### config.mk
export PLATFORM = sky130hd
export DESIGN_NAME = inertial_scroll_decay_core
export DESIGN_NICKNAME = d
export VERILOG_FILES = /design/src/rtl/core/isd_pkg.sv /design/src/rtl/core/isd_axis.sv /design/src/rtl/core/inertial_scroll_decay_core.sv
export SDC_FILE = /design/constraint.sdc
export NUM_CORES = 2
export LEC_CHECK = 0
export BUFFER_PORTS_ARGS = -buffer_cell sky130_fd_sc_hd__buf_4
export CORE_ASPECT_RATIO = 0.8
export CORE_MARGIN = 3
export CORE_UTILIZATION = 40
export CTS_CLUSTER_DIAMETER = 150
export DETAILED_ROUTE_END_ITERATION = 8
export GPL_TIMING_DRIVEN = 1
export REMOVE_ABC_BUFFERS = 1
export SLEW_MARGIN = 20
export SYNTH_ARGS = -nofsm -noshare
export SYNTH_HDL_FRONTEND = slang
export SYNTH_SLANG_ARGS = --single-unit
export TNS_END_PERCENT = 5
### constraint.sdc
create_clock -name clock -period 19.9 [get_ports clock]
set_clock_uncertainty 0.2 [all_clocks]
set_input_delay 1.99 -clock clock [delete_from_list [all_inputs] [get_ports clock]]
set_output_delay 1.99 -clock clock [all_outputs]
set_load 0.1 [all_outputs]
### src/rtl/core/isd_pkg.sv
// Shared types and constants of the inertial scroll decay core.
package isd_pkg;

   typedef enum logic [1:0] {
      KIND_DELTA  = 2'd0,
      KIND_LIFT   = 2'd1,
      KIND_CANCEL = 2'd2,
      KIND_TICK   = 2'd3
   } kind_type;

   localparam logic [2:0] CSR_NATURAL_DIRECTION = 3'd0;
   localparam logic [2:0] CSR_HORIZONTAL_ENABLE = 3'd1;
   localparam logic [2:0] CSR_INERTIA_ENABLE    = 3'd2;
   localparam logic [2:0] CSR_VERTICAL_GAIN     = 3'd3;
   localparam logic [2:0] CSR_HORIZONTAL_GAIN   = 3'd4;
   localparam logic [2:0] CSR_SPEED_LIMIT       = 3'd5;
   localparam logic [2:0] CSR_DECAY_FACTOR      = 3'd6;
   localparam logic [2:0] CSR_STOP_THRESHOLD    = 3'd7;

   localparam logic [11:0] GAIN_RESET      = 12'd256;
   localparam logic [14:0] LIMIT_RESET     = 15'd32767;
   localparam logic [15:0] DECAY_RESET     = 16'd62259;
   localparam logic [14:0] THRESHOLD_RESET = 15'd128;

   // Everything one axis can produce for the current request.
   typedef struct packed {
      logic signed [15:0] delta;   // scaled and saturated scroll amount
      logic signed [15:0] lift;    // scaled and clamped launch velocity
      logic signed [15:0] coast;   // decayed velocity, zero once stopped
      logic               stopped; // decayed magnitude fell below threshold
   } axis_result_type;

endpackage

### src/rtl/core/isd_axis.sv
// Per-axis datapath: direction, gain, saturation, clamp and velocity decay.
module isd_axis
   import isd_pkg::*;
(
   input  logic signed [15:0] sample,
   input  logic signed [15:0] velocity,
   input  logic               negate,
   input  logic               enable,
   input  logic        [11:0] gain,
   input  logic        [14:0] speed_limit,
   input  logic        [15:0] decay_factor,
   input  logic        [14:0] stop_threshold,
   output axis_result_type    result
);

   logic signed [16:0] dir_value;
   logic signed [29:0] gain_prod;
   logic signed [21:0] scaled;
   logic signed [21:0] limit_pos;
   logic signed [21:0] limit_neg;
   logic signed [32:0] decay_prod;
   logic signed [15:0] decayed;
   logic signed [16:0] decayed_ext;
   logic        [16:0] magnitude;
   logic signed [15:0] delta_sat;
   logic signed [15:0] lift_clamp;
   logic signed [15:0] coast_value;
   logic               below_stop;

   // Widen before negating so that the most negative input stays exact.
   always_comb begin
      dir_value = {sample[15], sample};
      if (negate) begin
         dir_value = -dir_value;
      end
      if (!enable) begin
         dir_value = '0;
      end
   end

   assign gain_prod = dir_value * $signed({1'b0, gain});
   assign scaled    = gain_prod[29:8];
   assign limit_pos = $signed({7'b0, speed_limit});
   assign limit_neg = -limit_pos;

   always_comb begin
      priority if (scaled > 22'sd32767) begin
         delta_sat = 16'sh7FFF;
      end else if (scaled < -22'sd32768) begin
         delta_sat = 16'sh8000;
      end else begin
         delta_sat = scaled[15:0];
      end
   end

   always_comb begin
      priority if (scaled > limit_pos) begin
         lift_clamp = limit_pos[15:0];
      end else if (scaled < limit_neg) begin
         lift_clamp = limit_neg[15:0];
      end else begin
         lift_clamp = scaled[15:0];
      end
   end

   // The decay factor is below one, so the floored product fits 16 bits.
   assign decay_prod  = velocity * $signed({1'b0, decay_factor});
   assign decayed     = decay_prod[31:16];
   assign decayed_ext = {decayed[15], decayed};
   assign magnitude   = decayed_ext[16] ? 17'(-decayed_ext) : 17'(decayed_ext);

   assign below_stop  = magnitude < {2'b0, stop_threshold};
   assign coast_value = below_stop ? 16'sd0 : decayed;

   // Field order follows the struct: delta, lift, coast, stopped.
   assign result = {delta_sat, lift_clamp, coast_value, below_stop};

endmodule

### src/rtl/core/inertial_scroll_decay_core.sv
// Top level of the two-axis kinetic scroll engine with exponential velocity decay.
// A request waits in the request register; a delta, or a tick that keeps coasting, writes the result register.
// Throughput: one request per cycle; the only stall comes from a held result.
// The per-axis multipliers sit between the request register and the result register.
// Reset is synchronous and active high; it clears coasting, both velocities and
// every pending request, and restores the register defaults.
module inertial_scroll_decay_core
   import isd_pkg::*;
(
   input  logic        clock,
   input  logic        reset,
   // Request channel.
   input  logic        req_tvalid,
   output logic        req_tready,
   input  logic [31:0] req_tdata,  // [15:0] vert_value, [31:16] horz_value
   input  logic [1:0]  req_tuser,  // [1:0] kind
   // Result channel.
   output logic        rsp_tvalid,
   input  logic        rsp_tready,
   output logic [31:0] rsp_tdata,  // [15:0] out_vert, [31:16] out_horz
   // Register write port.
   input  logic        csr_we,
   input  logic [2:0]  csr_index,
   input  logic [15:0] csr_wdata
);

   // Register file.
   logic        natural_ff;
   logic        horz_enable_ff;
   logic        inertia_ff;
   logic [11:0] vert_gain_ff;
   logic [11:0] horz_gain_ff;
   logic [14:0] limit_ff;
   logic [15:0] decay_ff;
   logic [14:0] threshold_ff;

   // Request register.
   logic               in_valid_ff;
   kind_type           in_kind_ff;
   logic signed [15:0] in_vert_ff;
   logic signed [15:0] in_horz_ff;

   // Coasting state.
   logic               coast_ff, coast_in;
   logic signed [15:0] vert_vel_ff, vert_vel_in;
   logic signed [15:0] horz_vel_ff, horz_vel_in;

   // Result register.
   logic               rsp_valid_ff, rsp_valid_in;
   logic signed [15:0] rsp_vert_ff, rsp_vert_in;
   logic signed [15:0] rsp_horz_ff, rsp_horz_in;

   logic            fire;
   logic            emit;
   axis_result_type vert_res;
   axis_result_type horz_res;

   // The held request is processed whenever the result register is free or
   // is being emptied in this cycle, so a new request can follow every cycle.
   assign fire       = in_valid_ff && (!rsp_valid_ff || rsp_tready);
   assign req_tready = !in_valid_ff || fire;

   assign rsp_tvalid = rsp_valid_ff;
   assign rsp_tdata  = {rsp_horz_ff, rsp_vert_ff};

   isd_axis u_vert (
      .sample         (in_vert_ff),
      .velocity       (vert_vel_ff),
      .negate         (natural_ff),
      .enable         (1'b1),
      .gain           (vert_gain_ff),
      .speed_limit    (limit_ff),
      .decay_factor   (decay_ff),
      .stop_threshold (threshold_ff),
      .result         (vert_res)
   );

   isd_axis u_horz (
      .sample         (in_horz_ff),
      .velocity       (horz_vel_ff),
      .negate         (natural_ff),
      .enable         (horz_enable_ff),
      .gain           (horz_gain_ff),
      .speed_limit    (limit_ff),
      .decay_factor   (decay_ff),
      .stop_threshold (threshold_ff),
      .result         (horz_res)
   );

   // Event handling. State is updated in the same cycle that the request
   // leaves the request register, so the next request already sees it.
   always_comb begin
      emit        = 1'b0;
      coast_in    = coast_ff;
      vert_vel_in = vert_vel_ff;
      horz_vel_in = horz_vel_ff;
      rsp_vert_in = vert_res.delta;
      rsp_horz_in = horz_res.delta;
      if (fire) begin
         unique case (in_kind_ff)
            KIND_DELTA: begin
               emit = 1'b1;
            end
            KIND_LIFT: begin
               // With inertia off a lift behaves like a cancel.
               coast_in    = inertia_ff;
               vert_vel_in = inertia_ff ? vert_res.lift : 16'sd0;
               horz_vel_in = inertia_ff ? horz_res.lift : 16'sd0;
            end
            KIND_CANCEL: begin
               coast_in    = 1'b0;
               vert_vel_in = 16'sd0;
               horz_vel_in = 16'sd0;
            end
            KIND_TICK: begin
               if (coast_ff) begin
                  vert_vel_in = vert_res.coast;
                  horz_vel_in = horz_res.coast;
                  rsp_vert_in = vert_res.coast;
                  rsp_horz_in = horz_res.coast;
                  // Coasting ends silently once both axes have died out.
                  if (vert_res.stopped && horz_res.stopped) begin
                     coast_in = 1'b0;
                  end else begin
                     emit = 1'b1;
                  end
               end
            end
         endcase
      end
   end

   always_comb begin
      if (fire && emit) begin
         rsp_valid_in = 1'b1;
      end else if (rsp_tready) begin
         rsp_valid_in = 1'b0;
      end else begin
         rsp_valid_in = rsp_valid_ff;
      end
   end

   always_ff @(posedge clock) begin
      if (reset) begin
         natural_ff     <= 1'b0;
         horz_enable_ff <= 1'b1;
         inertia_ff     <= 1'b1;
         vert_gain_ff   <= GAIN_RESET;
         horz_gain_ff   <= GAIN_RESET;
         limit_ff       <= LIMIT_RESET;
         decay_ff       <= DECAY_RESET;
         threshold_ff   <= THRESHOLD_RESET;
      end else if (csr_we) begin
         unique case (csr_index)
            CSR_NATURAL_DIRECTION: natural_ff     <= csr_wdata[0];
            CSR_HORIZONTAL_ENABLE: horz_enable_ff <= csr_wdata[0];
            CSR_INERTIA_ENABLE:    inertia_ff     <= csr_wdata[0];
            CSR_VERTICAL_GAIN:     vert_gain_ff   <= csr_wdata[11:0];
            CSR_HORIZONTAL_GAIN:   horz_gain_ff   <= csr_wdata[11:0];
            CSR_SPEED_LIMIT:       limit_ff       <= csr_wdata[14:0];
            CSR_DECAY_FACTOR:      decay_ff       <= csr_wdata;
            CSR_STOP_THRESHOLD:    threshold_ff   <= csr_wdata[14:0];
         endcase
      end
   end

   always_ff @(posedge clock) begin
      if (reset) begin
         in_valid_ff  <= 1'b0;
         rsp_valid_ff <= 1'b0;
         coast_ff     <= 1'b0;
         vert_vel_ff  <= 16'sd0;
         horz_vel_ff  <= 16'sd0;
      end else begin
         in_valid_ff  <= req_tvalid || !req_tready;
         rsp_valid_ff <= rsp_valid_in;
         coast_ff     <= coast_in;
         vert_vel_ff  <= vert_vel_in;
         horz_vel_ff  <= horz_vel_in;
      end
   end

   // Payload registers load without reset.
   always_ff @(posedge clock) begin
      if (req_tvalid && req_tready) begin
         in_kind_ff <= kind_type'(req_tuser);
         in_vert_ff <= req_tdata[15:0];
         in_horz_ff <= req_tdata[31:16];
      end
      if (fire && emit) begin
         rsp_vert_ff <= rsp_vert_in;
         rsp_horz_ff <= rsp_horz_in;
      end
   end

endmodule

Word-level counts from Yosys, hierarchy flattened
Cells that the tools add are included.
{"block": "op_classes", "reduce_logical": 24, "n_eq_ne": 11, "n_shift": 0, "mul": 4, "magnitude_cmp": 10, "n_addsub": 5, "bitwise_logic": 0, "mux": 34, "n_div": 0}
{"cell": "2-to-1 mux 16 bit", "n": 20}
{"cell": "one-hot mux 16 bit (3 select lines)", "n": 2}
{"cell": "2-to-1 mux 17 bit", "n": 5}
{"cell": "negation 16 -> 17 bit", "n": 4}
{"cell": "multiplier 16 x 17 -> 32 bit", "n": 2}
{"cell": "multiplier 17 x 13 -> 30 bit", "n": 2}
{"cell": "greater-than comparator 22 x 16 -> 1 bit", "n": 2}
{"cell": "greater-than comparator 22 x 16 -> 1 bit (second input constant)", "n": 2}
{"cell": "< comparator 22 x 16 -> 1 bit (second input constant)", "n": 2}
{"cell": "< comparator 22 bit", "n": 2}
{"cell": "< comparator 17 x 15 -> 1 bit", "n": 2}
{"cell": "negation 15 -> 22 bit", "n": 1}
{"cell": "AND reduction 2 bit", "n": 9}
{"cell": "equality test 3 bit (second input constant)", "n": 4}
{"cell": "equality test 3 x 2 -> 1 bit (second input constant)", "n": 2}
{"cell": "2-to-1 mux 1 bit", "n": 5}
{"cell": "equality test 2 bit (second input constant)", "n": 2}
{"cell": "logical AND 1 bit", "n": 4}
{"cell": "equality test 3 x 1 -> 1 bit (second input constant)", "n": 1}
{"cell": "zero test 1 bit", "n": 3}
{"cell": "zero test 3 bit", "n": 1}
{"cell": "logical OR 1 bit", "n": 3}
{"cell": "one-hot mux 1 bit (3 select lines)", "n": 1}
{"cell": "AND reduction 3 bit", "n": 1}
{"cell": "other kinds (6)", "n": 6}
{"block": "word_totals", "reg_bits": 174, "rom_bits": 0, "output_inout_bits": 34, "latchBits": 0, "n_memories": 0, "ramBits": 0}

Depth between registers and ports, before layout
{"block": "logic_depth", "word_depth": 11, "ltp_mapped": 42, "depth_no_buf": 38}

Hierarchy
Synthesis repeated with hierarchy kept, for this count alone.
{"block": "unflattened", "hier_cells": 5462, "hier_area_um2": 46360.7}
{"mod": "isd_axis (u_vert)", "n_inst": 1, "area_per_inst_um2": 19790.2, "cells_per_inst": 2419, "seq_area_each_um2": 0.0}
{"mod": "isd_axis (u_horz)", "n_inst": 1, "area_per_inst_um2": 19570.0, "cells_per_inst": 2423, "seq_area_each_um2": 0.0}
{"mod": "inertial_scroll_decay_core", "n_inst": 1, "area_per_inst_um2": 7000.5, "cells_per_inst": 620, "seq_area_each_um2": 4144.0}

Worst setup path before layout
No wires, ideal clock.
{"block": "synth_path", "kind": "reg2reg", "from": "reg vert_vel_ff[1]", "to": "reg rsp_horz_ff[0], enable pin", "arrival_ns": 10.903, "path_buffers": 2, "slack_ns": 8.327, "setup_ns": 0.470, "required_time_ns": 19.230, "path_stages_with_launch": 33, "cell_sequence": "dfxtp_1 clkbuf_1 clkbuf_1 nand2_1 fa_1 fa_1 fa_1 fa_1 inv_1 fa_1 inv_1 fa_1 inv_1 ha_1 or3_1 a2111oi_0 or3_1 a21oi_1 xnor2_1 ha_1 nor4bb_1 a41oi_1 xor2_1 ha_1 nand4_1 nor2_1 inv_1 or4_1 o221ai_1 inv_1 o41ai_4 o21bai_1 a211oi_1"}
{"block": "synth_between", "elab_chain_cells": 10}
{"element": "from (decl)", "line": "inertial_scroll_decay_core.sv:45", "text": "logic signed [15:0] vert_vel_ff, vert_vel_in;"}
{"element": "from (signal assigned)", "line": "inertial_scroll_decay_core.sv:178", "text": "vert_vel_ff <= vert_vel_in;"}
{"element": "multiplier 16 x 17 -> 32 bit *", "line": "isd_axis.sv:67", "text": "assign decay_prod = velocity * $signed({1'b0, decay_factor});"}
{"element": "negation 16 -> 17 bit", "line": "isd_axis.sv:70", "text": "assign magnitude = decayed_ext[16] ? 17'(-decayed_ext) : 17'(decayed_ext);"}
{"element": "2-to-1 mux 17 bit *", "line": "isd_axis.sv:70"}
{"element": "< comparator 17 x 15 -> 1 bit *", "line": "isd_axis.sv:72", "text": "assign below_stop = magnitude < {2'b0, stop_threshold};"}
{"element": "logical AND 1 bit *", "line": "inertial_scroll_decay_core.sv:122", "text": "if (vert_res.stopped && horz_res.stopped) begin"}
{"element": "2-to-1 mux 1 bit *", "line": "inertial_scroll_decay_core.sv:122"}
{"element": "2-to-1 mux 1 bit *", "line": "inertial_scroll_decay_core.sv:116", "text": "if (coast_ff) begin"}
{"element": "one-hot mux 1 bit (2 select lines) *", "line": "inertial_scroll_decay_core.sv:100", "text": "unique case (in_kind_ff)"}
{"element": "2-to-1 mux 1 bit *", "line": "inertial_scroll_decay_core.sv:99", "text": "if (fire) begin"}
{"element": "logical AND 1 bit *", "line": "inertial_scroll_decay_core.sv:190", "text": "if (fire && emit) begin"}
{"element": "to (signal assigned)", "line": "inertial_scroll_decay_core.sv:192", "text": "rsp_horz_ff <= rsp_horz_in;"}
{"element": "to (decl)", "line": "inertial_scroll_decay_core.sv:51", "text": "logic signed [15:0] rsp_horz_ff, rsp_horz_in;"}
Every way passes the cells marked *; elsewhere a longest branch is shown, timed or not.
A chain may end at the register's enable or synchronous reset.

Worst setup path in the final report
{"block": "layout_path", "from": "reg in_horz_ff[0]", "to": "reg horz_vel_ff[14]"}
{"block": "layout_between", "elab_chain_cells": 9, "elab_cells_between_ends": 10, "cone_classes": "add/sub: 1; mul: 1; order compare: 2; mux: 6"}
{"element": "from (decl)", "line": "inertial_scroll_decay_core.sv:41", "text": "logic signed [15:0] in_horz_ff;"}
{"element": "from (signal assigned)", "line": "inertial_scroll_decay_core.sv:188", "text": "in_horz_ff <= req_tdata[31:16];"}
{"element": "negation 16 -> 17 bit", "line": "isd_axis.sv:34", "text": "dir_value = -dir_value;"}
{"element": "2-to-1 mux 17 bit *", "line": "isd_axis.sv:33", "text": "if (negate) begin"}
{"element": "2-to-1 mux 17 bit *", "line": "isd_axis.sv:36", "text": "if (!enable) begin"}
{"element": "multiplier 17 x 13 -> 30 bit *", "line": "isd_axis.sv:41", "text": "assign gain_prod = dir_value * $signed({1'b0, gain});"}
{"element": "< comparator 22 bit", "line": "isd_axis.sv:59", "text": "end else if (scaled < limit_neg) begin"}
{"element": "2-to-1 mux 16 bit", "line": "isd_axis.sv:59"}
{"element": "2-to-1 mux 16 bit *", "line": "isd_axis.sv:57", "text": "priority if (scaled > limit_pos) begin"}
{"element": "2-to-1 mux 16 bit *", "line": "inertial_scroll_decay_core.sv:108", "text": "horz_vel_in = inertia_ff ? horz_res.lift : 16'sd0;"}
{"element": "one-hot mux 16 bit (3 select lines) *", "line": "inertial_scroll_decay_core.sv:100"}
{"element": "to (signal assigned)", "line": "inertial_scroll_decay_core.sv:179", "text": "horz_vel_ff <= horz_vel_in;"}
{"element": "to (decl)", "line": "inertial_scroll_decay_core.sv:46", "text": "logic signed [15:0] horz_vel_ff, horz_vel_in;"}
Marked as above.

==> results.tsv <==
stage	metric	value	unit
synthesis	syn-cell-area	44650	um^2
grt	grt_pass1_wl	210900	um
pwr	power_density	79.16	nW/um^2
sta	relSlewSlack	21.61	%
synthesis	synth_flop_cell	dfxtp_1	
critical_path	worst_path_most_repeated_cell	fa_1	
floorplan	fp.dieW	379.5	um
floorplan	top_level_ports	92	
cells_and_area	postLayoutCellArea	47500	um^2
synthesis	synth_edf_count	66	
sta	worst_pin_slew	1.172	ns
synthesis	synth_async_sr_flop_share	0	%
clock_network	cts-root-buf	clkbuf_16	
run	cap_violations	0	
detailed_routing	firstDrtPassIters	6	
detailed_routing	drt-wirelength-per-cell	19.70	um
floorplan	fp.dieH	304.8	um
grt	top_usage_layer	met2	
clock_network	hold_buffers	0	
critical_path	path_max_fanout	17	
clock_network	cts.path.max_buffers	2	
placement	placed_area	46820	um^2
grt	grt_start_max_net_pins	108	
placement	dpl.hpwl	105600	um
clock_network	htree_levels	4	
cells_and_area	utilization	43.34	%
floorplan	die_area	115700	um^2
cells_and_area	fin_nets	6448	
clock_network	cts-buffers-inserted	17	
synthesis	synth_seq_cells	174	
grt	grt-ovfl-total	0	
grt	met2_usage	35.92	%
synthesis	seq_area_frac_synth	9.281	%
synthesis	ys_top_cells_by_count	inv_1 (975), fa_1 (760), nand2_1 (687)	
sta	fmax	84.67	MHz
detailed_routing	num_vias	35670	
synthesis	syn_inst	5242	
synthesis	synthTopCellsByArea	fa_1 (34%), ha_1 (13%), inv_1 (8.2%)	
critical_path	criticalPathCategory	register to register	
floorplan	initial_core_util	40.74	%
clock_network	post-cts-setup-buffers	0	
sta	setup_slack	8.090	ns
synthesis	ys.warnings.count	0	
grt	antenna_found_initial	1	
placement	gp_congestion	0.9144	
critical_path	worst_setup_path_start_kind	register	
placement	place_ws	7.903	ns
grt	grt_use_total	23.05	%
critical_path	slowest_stage	fa_1	
clock_network	cts_tree	built	
cells_and_area	layout-drive-gt1-share	5.294	%
detailed_routing	postRouteAntennaNets	0	
synthesis	syn_avg_cell_area	8.517	um^2
synthesis	yosysMostFrequentCell	inv_1	
critical_path	slowest_delay	0.85	ns
placement	io_buffers	91	
detailed_routing	viasPerCell	5.354	
sta	rsz0062_at_grt	no	
floorplan	rows	108	
clock_network	path_clk_slew	0.09	ns
outcome	status	finished clean	
pwr	p_leak	23.03	nW
sta	hold_viol	0	
grt	grtUsageMet3	2.962	%
cells_and_area	area_growth	6.387	%
floorplan	core-area	109600	um^2
sta	final_max_slew_viol_count	0	
worst_hold_path	hp-class	register to register	
synthesis	yosysUniqueCellTypes	95	
detailed_routing	wirelength	131200	um
clock_network	postCtsResizedCells	0	
synthesis	synth_top_area_share	34.08	%
sta	setup_violations	0	
grt	grtUsageMet1	33.76	%
synthesis	yosysTopAreaCell	fa_1	
sta	fin_crit_sh	59.35	%
clock_network	cts_sinks	174	
critical_path	required	20.12	ns
critical_path	end_kind	register	
pwr	peakVddDrop	68.72	uV
grt	grt_pass1_vias	36370	
critical_path	worstPathArrival	12.03	ns
clock_network	clock_latency	0.51	ns
detailed_routing	drt-initial-drc-count	3010	
sta	fin_crit	11.81	ns
detailed_routing	drc	0	
sta	finalSetupTns	0	ns
[stage by stage]
stage,instances,total power [W],hold slack (ns)
finish,6663,0.003760,0.2582
global placement,6628,0.003300,0.2422
global route,6661,0.004146,0.2749
CTS,6661,0.003741,0.2560
detailed placement,6629,0.003327,0.2463
floorplan,4972,0.002489,0.2303
[cell usage in the layout (no fill, tap or decap), drive strengths merged, types with 46 or more instances in the layout]
cell type / n
o21ai: 124
nor2: 191
nor3: 48
and2: 376
inv: 986
dfxtp: 108
buf: 172
nand2: 687
nand3: 58
xnor2: 105
and3: 122
a21o: 46
edfxtp: 66
a21oi: 253
fa: 760
ha: 467
[cell families (layout without fill, tap and decap cells)]
group | Yosys count | count (layout) | synth area share, %
buf+inv | 1251 | 1185 | 10.55
compound gates | 724 | 724 | 10.60
flops | 174 | 174 | 9.281
other cells | 0 | 2 | 0
simple gates | 1677 | 1677 | 18.50
xor+xnor | 148 | 148 | 2.945
mux | 41 | 41 | 0.9640
fa+ha+maj | 1227 | 1227 | 47.16
[cell type report]
class                      instances  area (um^2)
multi-input combinational       3817        35890
tap                             1485         1858
timing repair buffer             172         1291
antenna                            2        5.005
sequential                       174         4145
clock buffer                      21        483.0
inverter                         981         3682
fill                           10930        62090
clock inverter                    11        141.4
[path summary, 6_finish.rpt]
path	slack (ns)	depth (start not counted)	startpoint	end
max reg2reg	8.09	35	in_horz_ff[0]	horz_vel_ff[14]
min	0.26	2	threshold_ff[13]	threshold_ff[13]
min reg2reg	0.26	2	threshold_ff[13]	threshold_ff[13]
max	8.09	35	in_horz_ff[0]	horz_vel_ff[14]
[flip-flops by register name, summed over array words and instances (netlist names), 2 cells and up]
| signal | cells |
|---|---|
| rsp_horz_ff | 16 |
| limit_ff | 15 |
| decay_ff | 16 |
| rsp_vert_ff | 16 |
| in_kind_ff | 2 |
| in_vert_ff | 16 |
| vert_vel_ff | 16 |
| vert_gain_ff | 12 |
| threshold_ff | 15 |
| in_horz_ff | 16 |
| horz_gain_ff | 12 |
| horz_vel_ff | 16 |
[routing by layer]
layer | vias up | wire length (um)
met5 | - | 13
met4 | 2 | 3645
met3 | 173 | 8389
met2 | 1148 | 58020
met1 | 17880 | 61170
li1 | 16470 | -
[report_power, final]
group | leakage (nW) | switching [W] | internal [W]
clock network | 0.308 | 0.000181 | 0.000204
logic | 21.2 | 0.00186 | 0.00109
registers | 1.50 | 0.0000315 | 0.000398
total | 23.0 | 0.00207 | 0.00169
[critical path, delay by kind of cell (launching register included)]
family | cells | cell delay (ns)
flops | 1 | 0.59
fa+ha+maj | 8 | 3.88
buf+inv | 6 | 1.33
compound gates | 12 | 3.47
simple gates | 8 | 1.57
xor+xnor | 1 | 0.69
Note: power is estimated with default switching activity, not from simulation.
